$ cat src/rtl/wsd_pkg.sv
`timescale 1ns / 1ps
`default_nettype none
// ----------------------------------------------------------------------------
// wsd_pkg
// Shared types and constants for the websocket frame deframer.
// ----------------------------------------------------------------------------
package wsd_pkg;

    // frame opcodes that carry data to the output
    localparam logic [3:0] OP_TEXT   = 4'h1;
    localparam logic [3:0] OP_BINARY = 4'h2;

    // length codes in the second header byte that announce an extended length
    localparam logic [6:0] LEN_EXT16 = 7'd126;
    localparam logic [6:0] LEN_EXT64 = 7'd127;

    // extended length and mask key byte counts, minus one
    localparam logic [2:0] EXT16_BYTES_M1 = 3'd1;
    localparam logic [2:0] EXT64_BYTES_M1 = 3'd7;
    localparam logic [2:0] KEY_BYTES_M1   = 3'd3;

    // parser phase
    typedef enum logic [2:0] {
        PH_HDR0    = 3'd0,
        PH_HDR1    = 3'd1,
        PH_EXTLEN  = 3'd2,
        PH_MASK    = 3'd3,
        PH_PAYLOAD = 3'd4
    } t_phase;

    // one registered input item
    typedef struct packed {
        logic       valid;
        logic [7:0] data;
    } t_byte_item;

    // one result item
    typedef struct packed {
        logic [7:0] payload_byte;
        logic       is_text;
        logic       last_of_frame;
        logic       empty_frame;
    } t_result;

endpackage
`default_nettype wire

$ cat src/rtl/wsd_in_stage.sv
`timescale 1ns / 1ps
`default_nettype none
// ----------------------------------------------------------------------------
// wsd_in_stage
// Input register: holds one received byte until the parser takes it.
// ----------------------------------------------------------------------------
module wsd_in_stage (
    input  wire logic              i_clk,
    input  wire logic              i_rst_n,
    input  wire logic              i_valid,
    input  wire logic [7:0]        i_data_byte,
    output logic                   o_stall,
    input  wire logic              i_adv,
    output wsd_pkg::t_byte_item    o_item
);

    logic       r_valid;
    logic [7:0] r_data;

    // hold off the sender while a byte sits here and the pipe cannot move
    assign o_stall = r_valid & ~i_adv;

    // valid flag
    always_ff @(posedge i_clk) begin
        if (!i_rst_n) begin
            r_valid <= 1'b0;
        end else if (!o_stall) begin
            r_valid <= i_valid;
        end
    end

    // byte capture
    always_ff @(posedge i_clk) begin
        if (i_valid && !o_stall) begin
            r_data <= i_data_byte;
        end
    end

    assign o_item.valid = r_valid;
    assign o_item.data  = r_data;

endmodule
`default_nettype wire

$ cat src/rtl/wsd_parser.sv
`timescale 1ns / 1ps
`default_nettype none
// ----------------------------------------------------------------------------
// wsd_parser
// Frame header parser, length counter and payload unmasking.
// ----------------------------------------------------------------------------
module wsd_parser (
    input  wire logic              i_clk,
    input  wire logic              i_rst_n,
    input  wire wsd_pkg::t_byte_item i_item,
    input  wire logic              i_adv,
    output logic                   o_emit,
    output wsd_pkg::t_result       o_result
);

    wsd_pkg::t_phase r_phase, n_phase;
    logic [3:0]      r_opcode, n_opcode;
    logic            r_mask_present, n_mask_present;
    logic [63:0]     r_rem, n_rem;
    logic [2:0]      r_hdr_left, n_hdr_left;
    logic [31:0]     r_key, n_key;
    logic [1:0]      r_mask_idx, n_mask_idx;

    logic            step;
    logic [7:0]      b;
    logic            data_frame;
    logic            hdr_done;
    logic [63:0]     hdr_len;
    logic [7:0]      key_byte;

    assign step       = i_item.valid & i_adv;
    assign b          = i_item.data;
    assign data_frame = (r_opcode == wsd_pkg::OP_TEXT) || (r_opcode == wsd_pkg::OP_BINARY);

    // key byte for the next payload byte, first key byte first
    always_comb begin
        case (r_mask_idx)
            2'd0:    key_byte = r_key[31:24];
            2'd1:    key_byte = r_key[23:16];
            2'd2:    key_byte = r_key[15:8];
            default: key_byte = r_key[7:0];
        endcase
    end

    // state registers
    always_ff @(posedge i_clk) begin
        if (!i_rst_n) begin
            r_phase        <= wsd_pkg::PH_HDR0;
            r_opcode       <= 4'h0;
            r_mask_present <= 1'b0;
            r_rem          <= 64'd0;
            r_hdr_left     <= 3'd0;
            r_key          <= 32'd0;
            r_mask_idx     <= 2'd0;
        end else begin
            r_phase        <= n_phase;
            r_opcode       <= n_opcode;
            r_mask_present <= n_mask_present;
            r_rem          <= n_rem;
            r_hdr_left     <= n_hdr_left;
            r_key          <= n_key;
            r_mask_idx     <= n_mask_idx;
        end
    end

    // next state and result
    always_comb begin
        n_phase        = r_phase;
        n_opcode       = r_opcode;
        n_mask_present = r_mask_present;
        n_rem          = r_rem;
        n_hdr_left     = r_hdr_left;
        n_key          = r_key;
        n_mask_idx     = r_mask_idx;
        hdr_done       = 1'b0;
        hdr_len        = r_rem;
        o_emit         = 1'b0;
        o_result       = '0;

        if (step) begin
            unique case (r_phase)
                wsd_pkg::PH_HDR1: begin
                    n_mask_present = b[7];
                    n_rem          = 64'd0;
                    if (b[6:0] == wsd_pkg::LEN_EXT16) begin
                        n_hdr_left = wsd_pkg::EXT16_BYTES_M1;
                        n_phase    = wsd_pkg::PH_EXTLEN;
                    end else if (b[6:0] == wsd_pkg::LEN_EXT64) begin
                        n_hdr_left = wsd_pkg::EXT64_BYTES_M1;
                        n_phase    = wsd_pkg::PH_EXTLEN;
                    end else begin
                        n_rem = {57'd0, b[6:0]};
                        if (b[7]) begin
                            n_key      = 32'd0;
                            n_hdr_left = wsd_pkg::KEY_BYTES_M1;
                            n_phase    = wsd_pkg::PH_MASK;
                        end else begin
                            hdr_done = 1'b1;
                            hdr_len  = n_rem;
                        end
                    end
                end
                wsd_pkg::PH_EXTLEN: begin
                    n_rem = {r_rem[55:0], b};
                    if (r_hdr_left == 3'd0) begin
                        if (r_mask_present) begin
                            n_key      = 32'd0;
                            n_hdr_left = wsd_pkg::KEY_BYTES_M1;
                            n_phase    = wsd_pkg::PH_MASK;
                        end else begin
                            hdr_done = 1'b1;
                            hdr_len  = n_rem;
                        end
                    end else begin
                        n_hdr_left = r_hdr_left - 3'd1;
                    end
                end
                wsd_pkg::PH_MASK: begin
                    n_key = {r_key[23:0], b};
                    if (r_hdr_left == 3'd0) begin
                        hdr_done = 1'b1;
                        hdr_len  = r_rem;
                    end else begin
                        n_hdr_left = r_hdr_left - 3'd1;
                    end
                end
                wsd_pkg::PH_PAYLOAD: begin
                    n_mask_idx = r_mask_idx + 2'd1;
                    n_rem      = r_rem - 64'd1;
                    if (r_rem == 64'd1) begin
                        n_phase = wsd_pkg::PH_HDR0;
                    end
                    if (data_frame) begin
                        o_emit                 = 1'b1;
                        o_result.payload_byte  = r_mask_present ? (b ^ key_byte) : b;
                        o_result.is_text       = (r_opcode == wsd_pkg::OP_TEXT);
                        o_result.last_of_frame = (r_rem == 64'd1);
                        o_result.empty_frame   = 1'b0;
                    end
                end
                default: begin
                    // first header byte, and unused phase codes
                    n_opcode = b[3:0];
                    n_phase  = wsd_pkg::PH_HDR1;
                end
            endcase

            // header complete: enter the payload or close an empty frame
            if (hdr_done) begin
                n_mask_idx = 2'd0;
                if (hdr_len == 64'd0) begin
                    n_phase = wsd_pkg::PH_HDR0;
                    if (data_frame) begin
                        o_emit                 = 1'b1;
                        o_result.payload_byte  = 8'd0;
                        o_result.is_text       = (r_opcode == wsd_pkg::OP_TEXT);
                        o_result.last_of_frame = 1'b1;
                        o_result.empty_frame   = 1'b1;
                    end
                end else begin
                    n_phase = wsd_pkg::PH_PAYLOAD;
                end
            end
        end
    end

endmodule
`default_nettype wire

$ cat src/rtl/wsd_out_stage.sv
`timescale 1ns / 1ps
`default_nettype none
// ----------------------------------------------------------------------------
// wsd_out_stage
// Result register: holds one result item until the receiver takes it.
// ----------------------------------------------------------------------------
module wsd_out_stage (
    input  wire logic              i_clk,
    input  wire logic              i_rst_n,
    input  wire logic              i_emit,
    input  wire wsd_pkg::t_result  i_result,
    output logic                   o_adv,
    output logic                   o_valid,
    input  wire logic              i_stall,
    output logic [7:0]             o_payload_byte,
    output logic                   o_is_text,
    output logic                   o_last_of_frame,
    output logic                   o_empty_frame
);

    logic             r_valid;
    wsd_pkg::t_result r_result;

    // pipe moves when the register is empty or being taken
    assign o_adv = ~r_valid | ~i_stall;

    // valid flag
    always_ff @(posedge i_clk) begin
        if (!i_rst_n) begin
            r_valid <= 1'b0;
        end else if (o_adv) begin
            r_valid <= i_emit;
        end
    end

    // result capture
    always_ff @(posedge i_clk) begin
        if (o_adv && i_emit) begin
            r_result <= i_result;
        end
    end

    assign o_valid         = r_valid;
    assign o_payload_byte  = r_result.payload_byte;
    assign o_is_text       = r_result.is_text;
    assign o_last_of_frame = r_result.last_of_frame;
    assign o_empty_frame   = r_result.empty_frame;

endmodule
`default_nettype wire

$ cat src/rtl/websocket_frame_deframer.sv
`timescale 1ns / 1ps
`default_nettype none
// ----------------------------------------------------------------------------
// websocket_frame_deframer
// Path: an accepted byte passes the input register, then the result register.
// Throughput: one byte per cycle while the receiver does not stall; the parser
// computes next state and result combinationally between the two registers.
// A stalled result item holds the result register and, when the input register
// holds a byte, holds it too and stalls the sender in the same cycle.
// Reset: synchronous, active low; clears the parser to expect a first header
// byte and empties both the input and result registers.
// ----------------------------------------------------------------------------
module websocket_frame_deframer (
    input  wire logic       i_clk,
    input  wire logic       i_rst_n,
    input  wire logic       i_valid,
    output logic            o_stall,
    input  wire logic [7:0] i_data_byte,
    output logic            o_valid,
    input  wire logic       i_stall,
    output logic [7:0]      o_payload_byte,
    output logic            o_is_text,
    output logic            o_last_of_frame,
    output logic            o_empty_frame
);

    wsd_pkg::t_byte_item item;
    wsd_pkg::t_result    result;
    logic                adv;
    logic                emit;

    // input register
    wsd_in_stage u_in (
        .i_clk       (i_clk),
        .i_rst_n     (i_rst_n),
        .i_valid     (i_valid),
        .i_data_byte (i_data_byte),
        .o_stall     (o_stall),
        .i_adv       (adv),
        .o_item      (item)
    );

    // header parsing and unmasking
    wsd_parser u_parser (
        .i_clk    (i_clk),
        .i_rst_n  (i_rst_n),
        .i_item   (item),
        .i_adv    (adv),
        .o_emit   (emit),
        .o_result (result)
    );

    // result register
    wsd_out_stage u_out (
        .i_clk           (i_clk),
        .i_rst_n         (i_rst_n),
        .i_emit          (emit),
        .i_result        (result),
        .o_adv           (adv),
        .o_valid         (o_valid),
        .i_stall         (i_stall),
        .o_payload_byte  (o_payload_byte),
        .o_is_text       (o_is_text),
        .o_last_of_frame (o_last_of_frame),
        .o_empty_frame   (o_empty_frame)
    );

endmodule
`default_nettype wire
$ cat config.mk
export PLATFORM = sky130hd
export DESIGN_NAME = websocket_frame_deframer
export DESIGN_NICKNAME = d
export VERILOG_FILES = /design/src/rtl/wsd_pkg.sv /design/src/rtl/wsd_in_stage.sv /design/src/rtl/wsd_parser.sv /design/src/rtl/wsd_out_stage.sv /design/src/rtl/websocket_frame_deframer.sv
export SDC_FILE = /design/constraint.sdc
export NUM_CORES = 1
export LEC_CHECK = 0
export BUFFER_PORTS_ARGS = -buffer_cell sky130_fd_sc_hd__buf_2
export CAP_MARGIN = 10
export CORE_MARGIN = 1.5
export CORE_UTILIZATION = 57
export DETAILED_ROUTE_END_ITERATION = 10
export HOLD_SLACK_MARGIN = 0.06
export PLACE_DENSITY = 0.88
export REMOVE_ABC_BUFFERS = 1
export SYNTH_ARGS = -nofsm -noshare
export SYNTH_HDL_FRONTEND = slang
export SYNTH_SLANG_ARGS = --single-unit
$ cat constraint.sdc
create_clock -name i_clk -period 3.5 [get_ports i_clk]
set_clock_uncertainty 0.1 [all_clocks]
set_input_delay 0.7 -clock i_clk [delete_from_list [all_inputs] [get_ports i_clk]]
set_output_delay 0.7 -clock i_clk [all_outputs]
set_load 0.005 [all_outputs]
==> flow_summary.ini <==
[clocking]
clkTransAtPathRegs_ns = 0.07
cts-root-buf = clkbuf_16
cts_buffers = 17
cts_tree = built
cts_sinks = 130
clock_path_buffers = 2
clk_latency_ns = 0.44
htree_levels = 4

[worst_setup_path]
path_depth = 9
worstReg2RegStart = u_parser.r_rem[19]
cp_cell_sequence = nor4_1 -> nand4_1 -> nor4_1 -> a31oi_1 -> nor4b_1 -> buf_4 -> nand4_1 -> nand2_1 -> buf_4
crit_buf_inv = 2
crit_end = u_out.o_last_of_frame
rr_worst_depth = 9
crit_fanout = 11
arrival_ns = 3.40
max_stage_delay_ns = 0.55
path_delay_family = simple AND/OR/NAND/NOR gates
cp_slowest_cell = nor4_1
startpoint_type = flop
reg2reg_to = u_out.o_last_of_frame
cp_data_required_time_ns = 3.55
end_kind = flop
path_class = reg2reg
r2r_slack_ns = 0.15
cp-startpoint = u_parser.r_rem[19]

[sta]
setup_viol = 0
rsz0062_at_grt = false
slew_headroom_pct = 44.9
finalCriticalPeriod_ns = 3.35
period_share_pct = 95.6
max_slew.worst_pin.slew_ns = 0.826
hold_violations = 0
fmax_mhz = 299
finalMaxSlewViolations = 0

[power_and_ir_drop]
power_mw = 3.77
ir_drop_v = 0.000345
powerDensity_nw_per_um2 = 412
leakage_nw = 3.35

[global_routing]
grt_max_degree = 53
antenna_found_initial = 0
grt_pass1_wl_microns = 43800
groute.usage.overall_pct = 38.0
grt-ovfl-total = 0
grt_pass1_vias = 8408

[layout]
fin_nets = 1122
multiInputGateArea_sq_um = 4770
utilization_pct = 66.4
insertedDiodeCount = 0
drive_above_1_share_pct = 14.2
fillers = 1169
synthToLayoutAreaGrowth_pct = 14.7
regArea_sq_um = 2790

[route]
routed_wl_microns = 27400
viasPerCell = 7.10
drcViolationCount = 0
final_antenna_net_count = 0
drt-pass1-iter-count = 6
vias = 9182
wire_per_inst_microns = 21.2
drt-initial-drc-count = 1743

[floorplanning]
num_rows = 43
dieWidth_microns = 121
die_y_microns = 121
start_util_pct = 57.9
ios = 25
dieArea_sq_um = 14700
core-area_sq_um = 13800

[placed_design]
dp_hpwl_microns = 18300
place_congestion = 1.06
port-buffer-count = 24

[logic_synthesis]
syn_avg_cell_area_sq_um = 7.34
ys_seq_area_share_pct = 35.0
yosysWarningCount = 0
postSynthCellCount = 1086
synthArstFlopShare_pct = 0
ys_types = 65
synth_flop_cell = dfxtp_1
ys_seq_elements = 130
synth_edf_count = 19
syn_area_sq_um = 7970

[min_path]
min_path_cells = 1
hold_class = in2reg

[run]
cap_violations = 0

[run_status]
status = completed
==> through the flow <==
step	setup TNS, ns	instances	cell area (sq um)	hold WS, ns	setup slack [ns]
after global routing	0	1294	9140	0.320	0.0545
after global placement	0	1261	8530	0.338	0.271
after CTS	0	1293	9110	0.324	0.168
after detailed placement	0	1261	8530	0.347	0.173
final	0	1294	9140	0.330	0.153
after floorplan	-98.04	984	7570	0.331	-2.08
==> per-layer routing <==
| layer | routed length (microns) | GRT usage, % | vias to the layer above |
|---|---|---|---|
| met1 | 10700 | 50.3 | 4210 |
| met2 | 11600 | 55.3 | 742 |
| met3 | 3640 | 12.4 | 174 |
| met4 | 1450 | 19.2 | 0 |
| li1 | - | - | 4056 |
| met5 | 0 | 0 | - |
==> flip-flops by register name, summed over array words and instances (netlist names) <==
signal and count:
u_out.o_empty_frame 1, u_parser.r_key 32, u_parser.r_rem 64, u_out.o_payload_byte 8, u_out.o_valid 1, u_parser.r_opcode 4, u_out.o_last_of_frame 1, u_in.r_data 8
u_in.r_valid 1, u_parser.r_phase 3, u_parser.r_mask_present 1, u_out.o_is_text 1, u_parser.r_hdr_left 3, u_parser.r_mask_idx 2
==> cells in the mapped netlist (all sizes together), types with 7 or more instances <==
cell	instances	area (sq um)
nor4	27	175
o31ai	19	143
inv	18	67.6
dfxtp	111	2220
a31oi	16	100
nand3	54	270
a21oi	103	515
ha	9	113
a211oi	8	60.1
nor3	41	205
edfxtp	19	571
o211ai	8	60.1
clkbuf	94	353
nand2	126	473
nand2b	9	56.3
o22ai	9	56.3
or4	12	97.6
a22oi	23	173
and3	8	50.1
nor2	121	454
or3	14	87.6
nand4	16	100
a32oi	11	96.3
xor2	10	87.6
o21ai	85	425
o21a	7	52.6
a222oi	8	80.1
buf	8	42.5
a22o	9	78.8
==> where the power goes <==
group / leakage [nW] / switching (mW) / internal, mW
Combinational: 2.01 / 0.283 / 0.144
Clock: 0.291 / 0.823 / 0.955
Sequential: 1.05 / 0.0319 / 1.53
==> logic make-up (layout without fill, tap and decap cells) <==
logic type / count (synthesis) / count (layout) / share of synthesized area (%)
and+or+nand+nor: 457 / 457 / 27.3
muxes: 9 / 9 / 1.18
DFF: 130 / 130 / 35.0
AOI/OAI and AO/OA: 350 / 350 / 28.0
xor gates and xnor gates: 11 / 11 / 1.21
buffers and inverters: 120 / 148 / 5.81
adders and majority gates: 9 / 9 / 1.41
==> repair_timing <==
| item | CTS | global route |
|---|---|---|
| hold buffers | 0 | 0 |
| setup buffers | 0 | 0 |
| resized for setup | 0 | 2 |
| endpoints found under the setup margin | 0 | 4 |
==> how the worst min path moves through the flow <==
stage	from	end	slack, ns
floorplan	u_parser.r_key[24]	u_parser.r_key[24]	0.33
global placement	u_parser.r_key[31]	u_parser.r_key[31]	0.34
detailed placement	u_parser.r_key[25]	u_parser.r_key[25]	0.35
CTS	i_data_byte[0]	u_in.r_data[0]	0.32
global route	i_data_byte[5]	u_in.r_data[5]	0.32
finish	i_data_byte[0]	u_in.r_data[0]	0.33
==> cell usage in the layout, fill, tap and decap left out, types with 10 or more instances in the layout <==
cell type  netlist  routed
buf_2            4      24
clkbuf_16        0      17
dfxtp_1        111     111
o31ai_1         19      19
nand2_1        126     125
nand4_1         16      16
a32oi_1         11      11
a21oi_1        103     103
xor2_1          10      10
or4_1           10      10
o21ai_0         83      83
nor3_1          41      41
inv_1           17      17
edfxtp_1        19      19
or3_1           14      14
a31oi_1         16      16
a22oi_1         23      23
buf_4            0      71
nand3_1         54      54
nor4_1          26      26
nor2_1         121     118
==> cell type report <==
type                            count  area share (%)
Timing Repair Buffer               98            7.75
Clock buffer                       17            4.65
Sequential cell                   130            30.6
Clock inverter                     15            1.68
Inverter                           18           0.739
Tap cell                          180            2.46
Multi-Input combinational cell    836            52.2
(Power assumes the default switching activity.)
